--- src/rtl/vlpra_pkg.sv ---
// Shared types and constants for the value list block.
// Holds the request and result item types and the control and status structs.
// Depends on nothing.
`default_nettype none

package vlpra_pkg;

	localparam int unsigned DEPTH_DEF = 256;
	localparam int unsigned VAL_W     = 32;
	localparam int unsigned LEN_W     = 9;

	localparam logic OP_PUSH   = 1'b0;
	localparam logic OP_REMOVE = 1'b1;

	typedef struct packed {
		logic             opcode;
		logic [VAL_W-1:0] value;
	} req_t;

	typedef struct packed {
		logic [LEN_W-1:0] length;
		logic             full_drop;
	} rsp_t;

	// controller to datapath
	typedef struct packed {
		logic load;
		logic push;
		logic scan_rd;
		logic commit;
	} ctl_cmd_t;

	// datapath to controller
	typedef struct packed {
		logic rd_done;
	} ctl_sts_t;

endpackage

`default_nettype wire

--- src/rtl/vlpra_ctrl.sv ---
// Controller: sequences push, scan-and-compact and the result strobe.
// Depends on vlpra_pkg.
`default_nettype none

module vlpra_ctrl import vlpra_pkg::*; (
	input  wire logic     clk,
	input  wire logic     arst_n,
	input  wire logic     start,
	input  wire logic     opcode,
	input  wire ctl_sts_t sts,
	output ctl_cmd_t      cmd,
	output logic          busy,
	output logic          done
);

	typedef enum logic [2:0] {
		ST_IDLE,
		ST_PUSH,
		ST_SCAN,
		ST_DRAIN,
		ST_COMMIT,
		ST_RESP
	} state_t;

	state_t state_q;
	state_t state_d;
	logic   busy_q;
	logic   done_q;

	always_comb begin
		state_d = state_q;
		cmd     = '0;
		case (state_q)
			ST_IDLE: begin
				if (start) begin
					cmd.load = 1'b1;
					state_d  = (opcode == OP_PUSH) ? ST_PUSH : ST_SCAN;
				end
			end
			ST_PUSH: begin
				cmd.push = 1'b1;
				state_d  = ST_RESP;
			end
			ST_SCAN: begin
				if (sts.rd_done) begin
					state_d = ST_DRAIN;
				end else begin
					cmd.scan_rd = 1'b1;
				end
			end
			ST_DRAIN: begin
				state_d = ST_COMMIT;
			end
			ST_COMMIT: begin
				cmd.commit = 1'b1;
				state_d    = ST_RESP;
			end
			ST_RESP: begin
				state_d = ST_IDLE;
			end
			default: begin
				state_d = ST_IDLE;
			end
		endcase
	end

	always_ff @(posedge clk or negedge arst_n) begin
		if (!arst_n) begin
			state_q <= ST_IDLE;
			busy_q  <= 1'b0;
			done_q  <= 1'b0;
		end else begin
			state_q <= state_d;
			busy_q  <= (state_d != ST_IDLE);
			done_q  <= (state_d == ST_RESP);
		end
	end

	assign busy = busy_q;
	assign done = done_q;

endmodule

`default_nettype wire

--- config.mk ---
export PLATFORM = sky130hd
export DESIGN_NAME = vlpra_ctrl
export DESIGN_NICKNAME = d
export VERILOG_FILES = /design/src/rtl/vlpra_pkg.sv /design/src/rtl/vlpra_ctrl.sv
export SDC_FILE = /design/constraint.sdc
export NUM_CORES = 1
export LEC_CHECK = 0
export BUFFER_PORTS_ARGS = -buffer_cell sky130_fd_sc_hd__buf_4
export CORE_AREA = 2 2 39 41
export CTS_BUF_LIST = sky130_fd_sc_hd__clkbuf_4
export DETAILED_ROUTE_END_ITERATION = 7
export DIE_AREA = 0 0 41 43
export HOLD_SLACK_MARGIN = 0.1
export PLACE_DENSITY = 0.41
export SLEW_MARGIN = 5
export SYNTH_ARGS = -nofsm -noshare
export SYNTH_HDL_FRONTEND = slang
export SYNTH_SLANG_ARGS = --single-unit
--- constraint.sdc ---
create_clock -name clk -period 2.75 [get_ports clk]
set_clock_uncertainty 0.05 [all_clocks]
set_input_delay 0.4125 -clock clk [delete_from_list [all_inputs] [get_ports clk]]
set_output_delay 0.4125 -clock clk [all_outputs]
set_load 0.01 [all_outputs]
; ---- Word-level counts from Yosys, hierarchy flattened
; Cells that the tools add are included.
[word_totals]
regBits = 5
in_bits = 5
output_inout_bits = 6
elab_cells = 21
[op_classes]
eq_ne = 5
n_mux = 10
n_reduce_logical = 3
[ops]
columns = operator, n
row1 = $pmux 3 s4, 1
row2 = $eq 3x2->1 const B, 2
row3 = $eq 3x3->1 const B, 2
row4 = $mux 1, 6
row5 = $mux 3, 2
row6 = $eq 3x1->1 const B, 1
row7 = $logic_not 3->1, 1
row8 = $reduce_bool 3->1, 1
row9 = $mux 2, 1
row10 = $reduce_or 2->1, 1

; ---- Depth between registers and ports, before layout
; Gate-level depths: netlist (run 1).
[depth]
word_depth = 4
ltp_mapped = 4
depth_no_buf = 3

; ---- Worst setup path before layout (run 1)
; Ideal clock, no wire load.
[synth_timing]
path_kind = flip-flop to output port
from = register state_q[2]
to = output port cmd[1] in the netlist's numbering
arrival_ns = 0.862
t_required_ns = 2.288
slack_ns = 1.425
stages_incl_launch_ff = 3
path_buffers = 1
path_cell_list = dfrtp_1 -> buf_6 -> nor4b_2
[synth_rtl]
columns = element, line
row1 = from (decl), vlpra_ctrl.sv:25  ; state_t state_q;
row2 = from (signal assigned), vlpra_ctrl.sv:73  ; state_q <= state_d;
row3 = to (decl), vlpra_ctrl.sv:11  ; output ctl_cmd_t cmd,

==> results of run 1 <==
synth_stat cells:
library cell  number
a21oi_2            1
inv_2              1
a21oi_1            1
nor4b_2            2
o311ai_1           1
nand2_2            1
nor3_1             2
inv_1              2
o21ai_1            1
xnor2_1            1
nand4b_1           1
buf_6              2
mux2i_1            1
dfrtp_1            5
nor2_2             1
nor2_1             2
area by class of cell:
cell class / count / area, um2
timing repair buffer: 11 / 85.1
fill: 146 / 997
multi-input combinational: 15 / 115
tap: 16 / 20.0
inverter: 3 / 11.3
clock buffer: 4 / 30.0
sequential: 5 / 125
worst paths after layout:
check	slack [ns]	startpoint	end	cells after the start
worst min-delay path	0.42	opcode	state_q[1]$_DFF_PN0_	3
worst min register to register	0.55	state_q[1]$_DFF_PN0_	done$_DFF_PN0_	1
worst max-delay path	1.06	state_q[2]$_DFF_PN0_	cmd[3]	2
worst max register to register	1.73	state_q[0]$_DFF_PN0_	state_q[0]$_DFF_PN0_	3
max in group asynchronous	2.08	arst_n	state_q[1]$_DFF_PN0_	2
min in group asynchronous	0.46	arst_n	state_q[2]$_DFF_PN0_	2
kinds of logic after synthesis:
group,synth area share [%]
muxes,3.65
buffers and inverters,12.3
and+or+nand+nor,25.1
DFF,45.7
xor gates and xnor gates,3.20
AOI/OAI and AO/OA,10.0
power by group through the flow:
| stage | registers, mW | clock network, mW | logic [mW] |
|---|---|---|---|
| 2_1_floorplan | 0.136 | 0 | 0.164 |
| 3_3_place_gp | 0.169 | 0 | 0.179 |
| 3_5_place_dp | 0.168 | 0 | 0.178 |
| 4_1_cts | 0.168 | 0.103 | 0.179 |
| 5_1_grt | 0.173 | 0.107 | 0.197 |
| 6_report | 0.167 | 0.0970 | 0.175 |
layer usage:
metal	part of all wire, %	global-route usage [%]	wire (um)
met2	46	10.0	238
met4	2.7	8.00	14
met3	8.8	6.28	46
met5	0	0	0
met1	43	9.15	222
state kept, by name, indices dropped and copies added, names as in the netlist:
name	flops
state_q	3
busy	1
done	1
stage by stage:
step	utilization, %	cell area (um2)
after floorplan	-	274
after global routing	27.9	387
after CTS	27.9	387
final	27.9	387
after detailed placement	25.0	347
after global placement	25.0	347
worst register-to-register path, cell delays in order, from the launching register on:
cell,delay (ns)
dfrtp_1,0.48
nor2_2,0.20
nand2_2,0.09
o311ai_1,0.10
timing repair:
action	CTS	global route
hold buffers	1	0
gates resized for setup	0	0
endpoints found under the hold margin	5	0
==> flow_summary.toml, run 1 <==
[setup_path]
slowest_stage = "dfrtp_1"
worstSetupPathType = "flop to output port"
end_kind = "output port"
timing.critical_path.buf_inv = 1
path_delay_family = "flip-flops"
arrival_ns = 1.22
worst_setup_path_start_kind = "flop"
critPathMaxStageDelay_ns = 0.50
critPathMaxFanout = 11
worst_ep_required_time_ns = 2.29
critical_path.cell_chain = "nor4b_2, buf_4"

[pwr]
switching_share_pct = 37.8
powerDensity_nw_per_um2 = 1130
max-vdd-ir-drop_mv = 0.367
total_power_after_layout_mw = 0.439
clock_power_share_pct = 22.1
total_switching_power_mw = 0.166
pwr-share-seq_pct = 38.0
power_leakage_nw = 0.180
p_comb_share_pct = 39.8
p_int_mw = 0.273

[global_route]
grt_antenna_before_repair = 0
grt_start_max_net_pins = 12
first_global_vias = 203
grt_pass1_wl_um = 876
global_route.usage.total_pct = 8.48
overflow = 0

[synth]
post_synth_instance_area_um2 = 274
synthesis.area_per_instance_um2 = 11.0
synth_warnings = 0
synth_sequential_area_ratio_pct = 45.7
yosys.area.top_type_share_pct = 45.7
postSynthCellCount = 25
synth.ff_latch_count = 5
synthTopCellsByArea = "dfrtp_1 (46%), nor4b_2 (11%), buf_6 (8.2%)"
post-synth-top-area-cell = "dfrtp_1"
post_synth_num_cell_types = 16
mappedNetlistNets = 30

[drt]
post_drt_wl_per_cell_um = 9.67
avgViaCountPerCell = 4.17
drt-initial-drc-count = 0
drt_pre_antenna_iters = 1
drc = 0
via_count = 225
drt.antenna.violating_nets = 0
totalWireLength_um = 522

[min_path]
hold_path.class = "primary input to flop"

[finish]
insertedDiodeCount = 0
final_cell_count_no_fill = 54
layout_common_cells = "buf_4 (10), dfrtp_1 (5), clkbuf_4 (4)"
most_common_cell_after_layout_fill_and_taps_aside = "buf_4"
drive_above_1_share_pct = 52.6
syn2layout_area_growth_pct = 41.1
number_of_nets_in_the_final_layout = 44

[timing]
rsz0062_at_grt = "false"
relSlewSlack_pct = 75.2
timing.fmax_ghz = 0.593
final.setup.tns_ns = 0
final.hold.worst_slack_ns = 0.421
slew_viol_final = 0
setup_viol = 0
transition_at_the_pin_with_the_smallest_max_transition_slack_ns = 0.372
postLayoutSetupSlackWorst_ns = 1.06
report.final.hold_viol_count = 0
post_layout_min_period_ns = 1.69
timing.final.crit_share_pct = 61.3

[clocking]
cts.root.buffer_cell = "clkbuf_4"
tritoncts_clock_tree = "done"
cts-buffers-inserted = 3
ctsHtreeMaxLevel = 1
worstSkewPairLatency_ns = 0.24
number_of_setup_buffers_added_after_cts = 0
clk_transition_reported_paths_ns = 0.05
clock_sink_count = 5
clock_tree.buffer_depth = 2

[flow_run]
cap_violations = 0

[placement]
gp_congestion = 0.669
detailedPlace.worstSlack_ns = 1.33
place.port_buffers = 10
dp.final_hpwl_um = 401
place_inst = 49

[floorplan]
floorplan.die_area_um2 = 1760
die_y_um = 43
start_util_pct = 19.8
horizontal_extent_of_the_die_um = 41
design.core.area_um2 = 1380
placement_rows = 14
num_io_pins = 11

[status]
status = "complete, no violations"
(Power assumes the default switching activity.)
==> inputs of run 2 (changes only) <==
ABC_AREA = 1   (was default)
PLACE_DENSITY = 0.4   (was 0.41)
clock period = 1.5 ns   (was 2.75 ns; I/O delays follow)
==> flow_summary.toml, run 2 <==
[status]
status = "complete, no violations"

[global_route]
grt_pass1_wl_um = 841
grt_antenna_before_repair = 0
first_global_vias = 229
grt_start_max_net_pins = 7
global_route.usage.total_pct = 7.59
overflow = 0

[drt]
drt.antenna.violating_nets = 0
post_drt_wl_per_cell_um = 8.49
avgViaCountPerCell = 3.86
totalWireLength_um = 535
drt_pre_antenna_iters = 2
drt-initial-drc-count = 3
drc = 0
via_count = 243

[flow_run]
cap_violations = 0

[timing]
final.hold.worst_slack_ns = 0.255
report.final.hold_viol_count = 0
relSlewSlack_pct = 82.6
transition_at_the_pin_with_the_smallest_max_transition_slack_ns = 0.259
rsz0062_at_grt = "false"
setup_viol = 0
timing.final.crit_share_pct = 95.6
final.setup.tns_ns = 0
post_layout_min_period_ns = 1.43
slew_viol_final = 0
timing.fmax_ghz = 0.697

[finish]
registers.top_by_ff_count = "state_q"
insertedDiodeCount = 0
most_common_cell_after_layout_fill_and_taps_aside = "buf_4"
finish.instance_area_um2 = 382
fillerInstances = 162
syn2layout_area_growth_pct = 54.8
utilization_pct = 27.6
drive_above_1_share_pct = 38.3
largest_register_ffs = 3
number_of_nets_in_the_final_layout = 53
layout_common_cells = "buf_4 (10), inv_1 (8), nor2_1 (5), nand2_1 (5), dfrtp_1 (5)"

[placement]
place.port_buffers = 10
gp_congestion = 0.604
postPlaceCellArea_um2 = 342
dp.final_hpwl_um = 448

[min_path]
hold_path.class = "primary input to flop"

[pwr]
power_leakage_nw = 0.220
max-vdd-ir-drop_mv = 0.500
powerDensity_nw_per_um2 = 2030
total_power_after_layout_mw = 0.775

[synth]
synth_enable_flop_cells = 0
mappedNetlistNets = 37
post_synth_num_cell_types = 11
synthesis.area_per_instance_um2 = 7.70
synth_sequential_area_ratio_pct = 50.8
synthTopCellsByArea = "dfrtp_1 (51%), inv_1 (12%), nand2_1 (7.6%)"
synth.ff_latch_count = 5
share_of_flip_flops_with_an_asynchronous_set_or_reset_after_synthesis_pct = 100
post_synth_most_frequent_cells = "inv_1 (8), dfrtp_1 (5), nand2_1 (5), nor2_1 (5)"
post_synth_instance_area_um2 = 246
synth.most_common_cell = "inv_1"
post-synth-top-area-cell = "dfrtp_1"
yosys.area.top_type_share_pct = 50.8
postSynthCellCount = 32
synth_warnings = 0
synth_ff_type = "dfrtp_1"

[floorplan]
die_y_um = 43
design.core.area_um2 = 1380
floorplan.die_area_um2 = 1760
start_util_pct = 17.8
placement_rows = 14
num_io_pins = 11
horizontal_extent_of_the_die_um = 41

[setup_path]
setup.worst_path.start = "state_q[2]$_DFF_PN0_"
worst_setup_path_start_kind = "flop"
worstReg2RegStart = "state_q[2]$_DFF_PN0_"
end_kind = "output port"
timing.reg2reg.setup_slack_ns = 0.48
critPathMaxFanout = 6
crit_path_end = "cmd[1]"
arrival_ns = 1.16
worstReg2RegEnd = "busy$_DFF_PN0_"
worstSetupPathType = "flop to output port"
r2r_depth = 4
worst_ep_required_time_ns = 1.22

[clocking]
cts.root.buffer_cell = "clkbuf_4"
ctsHtreeMaxLevel = 1
cts-buffers-inserted = 3
cts.repair.resized = 0
clock_tree.buffer_depth = 2
tritoncts_clock_tree = "done"
number_of_setup_buffers_added_after_cts = 0
clk_transition_reported_paths_ns = 0.04
worstSkewPairLatency_ns = 0.24
number_of_buffers_added_to_fix_hold_violations_after_cts = 1
clock_sink_count = 5
## run 2: cell count changes after synthesis, sizes merged, moves of 2 or more
| cell | previous run | this run |
|---|---|---|
| nor4b | 2 | 0 |
| nand3 | 0 | 2 |
| nor2 | 3 | 6 |
| nand2 | 1 | 7 |
| inv | 3 | 8 |
| buf | 2 | 0 |
## run 2: logic make-up after synthesis
family | after synthesis | synth area share (%)
flops | 5 | 50.8
compound gates | 2 | 5.58
simple gates | 17 | 31.5
buf+inv | 8 | 12.2
## run 2: area by class of cell
type	count	area, um2	share of cell area, %
well taps	16	20.0	5.25
multi-input cells	19	91.3	23.9
repair buffers	11	85.1	22.3
clock buffers	4	30.0	7.87
inverters	8	30.0	7.87
flip-flops and latches	5	125	32.8
## run 2: critical path, stage by stage (launching register included)
cell     delay, ns
dfrtp_1       0.43
nor4_1        0.32
buf_4         0.17
## run 2: report_power, final
| group | internal [mW] | switching, mW |
|---|---|---|
| sequential | 0.196 | 0.0519 |
| clock | 0.119 | 0.0554 |
| combinational | 0.157 | 0.196 |
| total | 0.472 | 0.303 |
## run 2: metrics by stage
stage / instances / setup slack [ns]
floorplan: 32 / 0.360
finish: 63 / 0.0655
CTS: 63 / 0.0606
global placement: 58 / 0.332
detailed placement: 58 / 0.325
global route: 63 / 0.0192
## run 2: layer usage
layer,vias to the layer above,track usage (%),share of wire [%]
met5,-,0,0
met4,0,8.00,2.8
met3,2,3.14,9.0
met2,10,10.9,49
met1,107,7.26,39
li1,124,-,-
## run 2: worst min path at each step
| stage | slack [ns] | to | cells past startpoint | startpoint |
|---|---|---|---|---|
| floorplan | -0.12 | busy$_DFF_PN0_ | 0 | arst_n |
| global placement | -0.02 | state_q[1]$_DFF_PN0_ | 1 | arst_n |
| detailed placement | -0.02 | state_q[1]$_DFF_PN0_ | 1 | arst_n |
| CTS | 0.25 | state_q[1]$_DFF_PN0_ | 5 | opcode |
| global route | 0.27 | state_q[1]$_DFF_PN0_ | 2 | arst_n |
| finish | 0.26 | state_q[1]$_DFF_PN0_ | 5 | opcode |
==> inputs of run 3 (changes only) <==
ABC_AREA = default   (was 1)
PLACE_DENSITY = 0.42   (was 0.4)
==> flow_summary.toml, run 3 (synthesized netlist as in run 1, its figures left out) <==
[placement]
dp.final_hpwl_um = 429
place.port_buffers = 10
gp_congestion = 0.714
place_inst = 49
postPlaceCellArea_um2 = 347

[drt]
drc = 0
drt-initial-drc-count = 4
drt_pre_antenna_iters = 2
via_count = 247
avgViaCountPerCell = 4.26
post_drt_wl_per_cell_um = 10.9
drt.antenna.violating_nets = 0
totalWireLength_um = 630

[floorplan]
placement_rows = 14
start_util_pct = 19.8
design.core.area_um2 = 1380
num_io_pins = 11
die_y_um = 43
floorplan.die_area_um2 = 1760
horizontal_extent_of_the_die_um = 41

[setup_path]
worstSetupPathType = "flop to output port"
worst_setup_path_start_kind = "flop"
critical_path.cell_chain = "nor4b_2, buf_4"
critPathMaxStageDelay_ns = 0.47
slowest_stage = "dfrtp_2"
arrival_ns = 1.15
timing.reg2reg.setup_slack_ns = 0.42
critPathMaxFanout = 7
worst_ep_required_time_ns = 1.22
end_kind = "output port"

[pwr]
max-vdd-ir-drop_mv = 0.712
power_leakage_nw = 0.197
powerDensity_nw_per_um2 = 2150

[global_route]
overflow = 0
grt_pass1_wl_um = 938
grt_start_max_net_pins = 12
global_route.usage.total_pct = 8.67
first_global_vias = 213
grt_antenna_before_repair = 0

[clocking]
tritoncts_clock_tree = "done"
worstSkewPairLatency_ns = 0.25
clk_transition_reported_paths_ns = 0.05
cts-buffers-inserted = 3
clock_sink_count = 5
cts.root.buffer_cell = "clkbuf_4"
ctsHtreeMaxLevel = 1
clock_tree.buffer_depth = 2

[status]
status = "complete, no violations"

[timing]
timing.final.crit_share_pct = 95.0
slew_viol_final = 0
post_layout_min_period_ns = 1.42
relSlewSlack_pct = 81.3
report.final.hold_viol_count = 0
transition_at_the_pin_with_the_smallest_max_transition_slack_ns = 0.276
timing.fmax_ghz = 0.702
setup_viol = 0
final.hold.worst_slack_ns = 0.234

[min_path]
hold_path.class = "primary input to flop"

[finish]
multi_input_comb_area_um2 = 115
finish.instance_area_um2 = 419
final_cell_count_no_fill = 58
most_common_cell_after_layout_fill_and_taps_aside = "buf_4"
number_of_nets_in_the_final_layout = 48
insertedDiodeCount = 0
layout_common_cells = "buf_4 (14), clkbuf_4 (4), dfrtp_1 (3)"
syn2layout_area_growth_pct = 53.0
fillerInstances = 140
registers.top_by_ff_count = "state_q"
largest_register_ffs = 3
utilization_pct = 30.3
area_of_all_sequential_standard_cells_um2 = 128
drive_above_1_share_pct = 61.9

[flow_run]
cap_violations = 0
[run 3: cell types whose count changed in the layout (fill, tap and decap cells not counted), sizes merged, moves of 2 or more]
| cell | delta |
|---|---|
| nand2 | -6 |
| inv | -5 |
| buf | +4 |
| nor2 | -3 |
| nand3 | -2 |
| nor4b | +2 |
[run 3: through the flow]
| step | power (mW) | setup TNS, ns | worst slack, ns |
|---|---|---|---|
| after floorplan | 0.549 | 0 | 0.363 |
| after global placement | 0.635 | 0 | 0.267 |
| after global routing | 0.993 | -0.00599 | -0.00500 |
| after CTS | 0.836 | 0 | 0.0183 |
| after detailed placement | 0.640 | 0 | 0.236 |
| final | 0.903 | 0 | 0.0753 |
[run 3: cell type report]
cell class              count  share of cell area (%)
multi-input cells          15                    27.5
well taps                  16                    4.78
repair buffers             15                    27.5
clock buffers               4                    7.16
inverters                   3                    2.69
flip-flops and latches      5                    30.4
[run 3: path summary, 6_finish.rpt]
path,startpoint,to,depth (start not counted)
min,start,busy$_DFF_PN0_,3
min reg2reg,state_q[0]$_DFF_PN0_,state_q[1]$_DFF_PN0_,1
max in group asynchronous,arst_n,state_q[2]$_DFF_PN0_,2
max reg2reg,state_q[2]$_DFF_PN0_,done$_DFF_PN0_,4
min in group asynchronous,arst_n,done$_DFF_PN0_,2
max,state_q[0]$_DFF_PN0_,cmd[3],2
[run 3: critical path, delay by kind of cell, from the launching register on]
kind                   cells  cell delay, ns
flip-flops                 1            0.47
AND/OR/NAND/NOR            1            0.27
buffers and inverters      1            0.16
[run 3: metal layers]
layer	track usage, %	vias up	part of all wire, %
met5	0	-	0
met4	10.0	0	3.3
met3	3.14	2	9.5
met2	10.6	14	48
met1	10.1	113	39
li1	-	118	-
[run 3: what timing repair did]
action	in CTS	in global routing
setup buffers	0	4
gates resized for setup	1	1
endpoints found under the hold margin	5	0
hold buffers	1	0
pin swaps	0	0
endpoints found under the setup margin	2	4
[run 3: power breakdown]
group	internal, mW	switching, mW
sequential	0.205	0.0909
clock	0.119	0.0660
combinational	0.246	0.176
